`config.mk`:
```
export PLATFORM = sky130hd
export DESIGN_NAME = cc20_front
export DESIGN_NICKNAME = d
export VERILOG_FILES = /design/src/design/cc20_pkg.sv /design/src/design/cc20_front.sv
export SDC_FILE = /design/constraint.sdc
export NUM_CORES = 1
export LEC_CHECK = 0
export BUFFER_PORTS_ARGS = -buffer_cell sky130_fd_sc_hd__buf_2
export CAP_MARGIN = 25
export CORE_MARGIN = 3
export CORE_UTILIZATION = 45
export CTS_BUF_LIST = sky130_fd_sc_hd__clkbuf_4 sky130_fd_sc_hd__clkbuf_8 sky130_fd_sc_hd__clkbuf_16
export DETAILED_ROUTE_END_ITERATION = 10
export PLACE_DENSITY = 0.7
export SKIP_CTS_REPAIR_TIMING = 1
export SYNTH_ARGS = -nofsm -noshare
export SYNTH_HDL_FRONTEND = slang
export SYNTH_SLANG_ARGS = --single-unit
```
`constraint.sdc`:
```
create_clock -name clk -period 8.4 [get_ports clk]
set_input_delay 1.26 -clock clk [delete_from_list [all_inputs] [get_ports clk]]
set_output_delay 1.26 -clock clk [all_outputs]
set_load 0.03 [all_outputs]
```
`src/design/cc20_pkg.sv`:
```
package cc20_pkg;

  localparam int unsigned DoubleRoundsDefault = 10;
  localparam int unsigned NumRegs = 7;
  localparam int unsigned QueueDepth = 2;

  localparam logic [31:0] Sigma0 = 32'h61707865;
  localparam logic [31:0] Sigma1 = 32'h3320646e;
  localparam logic [31:0] Sigma2 = 32'h79622d32;
  localparam logic [31:0] Sigma3 = 32'h6b206574;

  typedef enum logic [1:0] {
    FUNC_START = 2'd0,
    FUNC_DATA  = 2'd1,
    FUNC_END   = 2'd2,
    FUNC_NONE  = 2'd3
  } func_t;

  typedef enum logic [1:0] {
    KIND_START = 2'd0,
    KIND_DATA  = 2'd1,
    KIND_END   = 2'd2,
    KIND_LONG  = 2'd3
  } kind_t;

  typedef enum logic [2:0] {
    REG_KEY0   = 3'd0,
    REG_KEY1   = 3'd1,
    REG_KEY2   = 3'd2,
    REG_KEY3   = 3'd3,
    REG_NONCE0 = 3'd4,
    REG_NONCE1 = 3'd5,
    REG_CTR    = 3'd6
  } reg_idx_t;

  // Classified item passed from front to back
  typedef struct packed {
    func_t       func;
    logic [63:0] data;
    logic [3:0]  count;
    logic        last;
  } cmd_t;

  typedef enum logic [1:0] {
    ST_IDLE,
    ST_ROUND,
    ST_XOR
  } state_t;

  function automatic logic [31:0] rotl(input logic [31:0] v, input int unsigned s);
    rotl = (v << s) | (v >> (32 - s));
  endfunction

endpackage

```
`src/design/cc20_front.sv`:
```
// Accepts items, saturates byte count, drops the unused function code and
// holds a small queue toward the back end.
module cc20_front (
  input  logic           clk,
  input  logic           rst,
  input  logic           push,
  output logic           full,
  input  logic [1:0]     func,
  input  logic [63:0]    data_bytes,
  input  logic [3:0]     byte_count,
  input  logic           last_chunk,
  output logic           cmd_valid,
  output cc20_pkg::cmd_t cmd,
  input  logic           cmd_take
);
  import cc20_pkg::*;

  localparam int unsigned PtrW = $clog2(QueueDepth);

  cmd_t            queue [QueueDepth];
  logic [PtrW-1:0] wr_ptr;
  logic [PtrW-1:0] rd_ptr;
  logic [PtrW:0]   fill;
  cmd_t            incoming;
  logic            do_push;
  logic            do_pop;

  // Classify the incoming item
  always_comb begin
    incoming.func  = func_t'(func);
    incoming.data  = data_bytes;
    incoming.count = (byte_count > 4'd8) ? 4'd8 : byte_count;
    incoming.last  = last_chunk;
  end

  assign full      = (fill == (PtrW+1)'(QueueDepth));
  assign do_pop    = cmd_valid && cmd_take;
  assign do_push   = push && !full && (func_t'(func) != FUNC_NONE);
  assign cmd_valid = (fill != '0);
  assign cmd       = queue[rd_ptr];

  always_ff @(posedge clk) begin
    if (do_push) begin
      queue[wr_ptr] <= incoming;
    end
  end

  always_ff @(posedge clk) begin
    if (rst) begin
      wr_ptr <= '0;
      rd_ptr <= '0;
      fill   <= '0;
    end else begin
      if (do_push) begin
        wr_ptr <= (wr_ptr == PtrW'(QueueDepth - 1)) ? '0 : wr_ptr + 1'b1;
      end
      if (do_pop) begin
        rd_ptr <= (rd_ptr == PtrW'(QueueDepth - 1)) ? '0 : rd_ptr + 1'b1;
      end
      fill <= fill + (PtrW+1)'(do_push) - (PtrW+1)'(do_pop);
    end
  end

endmodule

```
Word level (Yosys, flattened, before mapping)
Memories as Yosys holds them, arrays and structs flattened. A register that Yosys moved wholly into a read port is not among the register bits.
Index checks and enable logic that the tools add are counted.
{"block": "classes", "n_div": 0, "n_reduce_logical": 5, "n_lt_le_gt_ge": 1, "n_eq_ne": 2, "muxes": 7, "n_shift": 0, "n_mul": 0, "n_addsub": 4, "n_bitwise": 0}
{"cell": "$mux W1", "n": 6}
{"cell": "$gt A4 B4 Y1 const B", "n": 1}
{"cell": "$mux W4", "n": 1}
{"cell": "$logic_and A1 B1 Y1", "n": 3}
{"cell": "$add A1 B1 Y1 const B", "n": 2}
{"cell": "$add A2 B1 Y2", "n": 1}
{"cell": "$eq A2 B2 Y1 const B", "n": 1}
{"cell": "$ne A2 B2 Y1 const B", "n": 1}
{"cell": "$reduce_bool A2 Y1", "n": 1}
{"cell": "$sub A2 B1 Y2", "n": 1}
{"cell": "$logic_not A1 Y1", "n": 1}
{"block": "word_totals", "out_inout_bits": 73, "in_bits": 75, "latch_bits": 0, "romBits": 0, "ram_bits": 142, "memories": 1, "wordCells": 23, "regBits": 4}
{"memory": "queue", "words": 2, "width": 71, "read_ports": 1, "rd_ports_with_merged_regs": 1, "write_ports": 1, "line_no": "cc20_front.sv:20", "text": "cmd_t queue [QueueDepth];"}

Depth between registers and ports, before layout
{"block": "logic_depth", "depth_word": 6, "ltp_mapped": 8, "ltp_nobuf": 8}

Least setup slack after synthesis
Ideal clock, no wire load.
{"block": "synth_path", "kind": "input port to flip-flop", "start": "input func[0]", "end": "memory queue[0][0] in the netlist's numbering (enable)", "arrival_ns": 4.427, "stages": 3, "setup_ns": 0.500, "required_ns": 7.900, "path_slack_ns": 3.473, "n_path_buf": 0, "cell_sequence": "nand2_1 -> nand3b_4 -> nor2_1"}
{"block": "synth_via", "elab_chain_cells": 4}
{"element": "start, declared", "line_no": "cc20_front.sv:8", "text": "input logic [1:0] func,"}
{"element": "$ne A2 B2 Y1", "line_no": "cc20_front.sv:38", "text": "assign do_push = push && !full && (func_t'(func) != FUNC_NONE);"}
{"element": "$logic_and A1 B1 Y1", "line_no": "cc20_front.sv:38"}
{"element": "$mux W1", "line_no": "cc20_front.sv:43", "text": "if (do_push) begin"}
{"element": "$mux W1 (not written as such)", "line_no": "cc20_front.sv:44", "text": "queue[wr_ptr] <= incoming;"}
{"element": "end, declared", "line_no": "cc20_front.sv:20"}
Every way passes these cells.

==> out/results.tsv <==
stage	metric	value	unit
worst_setup_path	arrival	2030	ps
sta	skew	6.152	ps
worst_setup_path	crit_required	7140	ps
final_layout	fill_cells	911	
yosys	synth_area_leader_cell	edfxtp_1	
die	ios	148	
grt	grtUsageTotal	0.1482	
sta	rsz0062_at_grt	false	
sta	slew-limit-headroom	0.3554	
yosys	synth-warning-count	0	
grt	antenna_found_initial	2	
yosys	yosys.area_share.simple	0.01979	
drt	wirelength	9633	um
clock_network	clk_latency	400	ps
worst_setup_path	critPathMaxFanout	71	
job	drv_cap	0	
final_layout	diodes	0	
die	die_area	13440	um2
yosys	synth_xor_area_frac	0.003221	
drt	drt-wirelength-per-cell	16.99	um
power	power.leakage	2.575	nW
yosys	synth.top_cell.area_share	0.7842	
yosys	synthesis.area	5438	um2
sta	fmax	304.1	MHz
hold_path	hp-class	reg -> reg	
clock_network	cts_buffer_depth	2	
clock_network	cts-buffers-inserted	17	
worst_setup_path	crit_type	reg -> out	
yosys	synth_compound_area_frac	0.001381	
die	die_w	115.9	um
yosys	synth_nets	329	
die	initial_core_util	0.4682	
yosys	synth_top_family_by_area	multiplexers	
clock_network	cts_tree	yes	
sta	finalMaxSlewViolations	0	
clock_network	cts-htree-levels	4	
final_layout	final_nets	488	
die	dieHeight	115.9	um
clock_network	path_clk_slew	50	ps
clock_network	clockRootBuffer	clkbuf_16	
yosys	synth_mux_area_frac	0.1498	
final_layout	layout-drive-gt1-share	0.5967	
grt	grt_max_degree	72	
status	outcome	finished clean	
drt	via_per_inst	4.921	
sta	finalHoldViolCount	0	
power	ir_worst_vdd	0.0001999	V
grt	gr-total-overflow	0	
drt	final_antenna_net_count	0	
placement	dp_hpwl	6100	um
placement	portBuffers	147	
sta	fin_crit	3288	ps
sta	fin_tns_setup	0	ps
yosys	syn_area_per_cell	21.58	um2
yosys	synthCells	252	
sta	max_slew.worst_pin.slew	966.9	ps
worst_setup_path	cp-end-kind	primary output	
sta	period_share	0.3915	
drt	drt_iter0_markers	133	
yosys	ys_types	19	
final_layout	syn_to_final_growth	26.32	%
final_layout	final_core_util	0.5915	
power	p_per_area	344.6	nW/um2
drt	vias	2790	
drt	drcViolationCount	0	
worst_setup_path	startpoint_type	flip-flop	
clock_network	clock_sinks	147	
grt	grt_pass1_vias	2960	
placement	gp_congestion	0.7277	
yosys	synthTopCellsByArea	edfxtp_1, mux2_2, dfxtp_1	
yosys	ys_seq_elements	147	
yosys	synthAdderAreaFrac	0.004602	
die	fp-row-count	39	
drt	first_pass_iters	4	
die	core	11610	um2
grt	grt_pass1_wl	14610	um
sta	setup_viol	0	
yosys	yosysSeqAreaShare	0.8026	
[cell families (layout without fill, tap and decap cells)]
logic type               after synthesis  count (layout)
AO/OA/AOI/OAI                          1               1
XOR/XNOR                               2               2
adder cells (fa/ha/maj)                2               2
buffers and inverters                 11             183
flip-flops                           147             147
multiplexers                          72              72
AND/OR/NAND/NOR                       17              17
[flip-flops by register name, summed over array words and instances (netlist names), named ones only]
name	cells
fill	2
queue	142
rd_ptr	1
wr_ptr	1
[per-layer routing]
metal / share of wire / up-vias / wire length, um / track usage
met5: 0.0015 / - / 14 / 0
met4: 0.021 / 4 / 206 / 0.07193
met3: 0.077 / 18 / 742 / 0.06319
met2: 0.50 / 103 / 4850 / 0.2440
met1: 0.40 / 1362 / 3819 / 0.1664
li1: - / 1303 / - / -
[cells in the mapped netlist]
library cell,n
mux2_2,71
nand3b_4,1
nand2_1,1
buf_6,8
mux2_4,1
o21a_1,1
ha_1,2
dfxtp_1,5
inv_1,2
nor2b_1,4
and2_2,1
nor2_1,7
or2_2,1
clkbuf_1,1
xor2_1,1
nor2b_4,1
xnor2_1,1
edfxtp_1,142
nor3_1,1
[placed cells by master (no fill, tap or decap), types with 2 or more instances in the layout]
cell type	Yosys	layout
clkbuf_16	0	17
dfxtp_1	5	4
mux2_2	71	71
nor2b_1	4	4
clkinvlp_4	0	3
inv_1	2	2
bufinv_16	0	3
edfxtp_1	142	142
clkinv_1	0	7
buf_4	0	2
nor2_4	0	2
buf_2	0	147
ha_1	2	2
nor2_1	7	5
[path summary, 6_finish.rpt]
kind / from / to / slack [ps] / cells past startpoint
max: flip-flop / cmd[37] / 5110 / 2
min: rd_ptr$_SDFFE_PP0P_ / rd_ptr$_SDFFE_PP0P_ / 530 / 2
max reg2reg: fill[0]$_SDFF_PP0_ / queue[1][43]$_DFFE_PP_ / 6440 / 4
min reg2reg: rd_ptr$_SDFFE_PP0P_ / rd_ptr$_SDFFE_PP0P_ / 530 / 2
[worst max-delay path, stage by stage (launching register included)]
cell	delay, ps
dfxtp_4	970
mux2_2	430
buf_2	180
[layout make-up]
type / instances / area (um2) / area share
clock buffers: 18 / 432.9 / 0.06302
repair buffers: 149 / 750.7 / 0.1093
multi-input cells: 94 / 987.2 / 0.1437
inverters: 2 / 7.507 / 0.001093
flip-flops and latches: 147 / 4368 / 0.6359
well taps: 143 / 178.9 / 0.02605
clock inverters: 14 / 143.9 / 0.02095
[stage by stage]
step / area (um2) / cells / setup WS (ps) / hold WS, ps / total power, mW
after floorplan: 5438 / 252 / 3473 / 480.9 / 1.507
after global placement: 6292 / 535 / 5519 / 497.2 / 1.656
after detailed placement: 6292 / 535 / 5484 / 531.9 / 1.670
after CTS: 6869 / 567 / 5047 / 541.7 / 2.400
after global routing: 6869 / 567 / 4987 / 564.2 / 2.472
final: 6869 / 567 / 5112 / 527.9 / 2.367
[power breakdown]
part,internal (mW),switching (mW)
Clock,0.461,0.265
Sequential,0.918,0.0779
Combinational,0.244,0.401
Total,1.62,0.744
No activity file was read; power rests on OpenSTA's default activity.
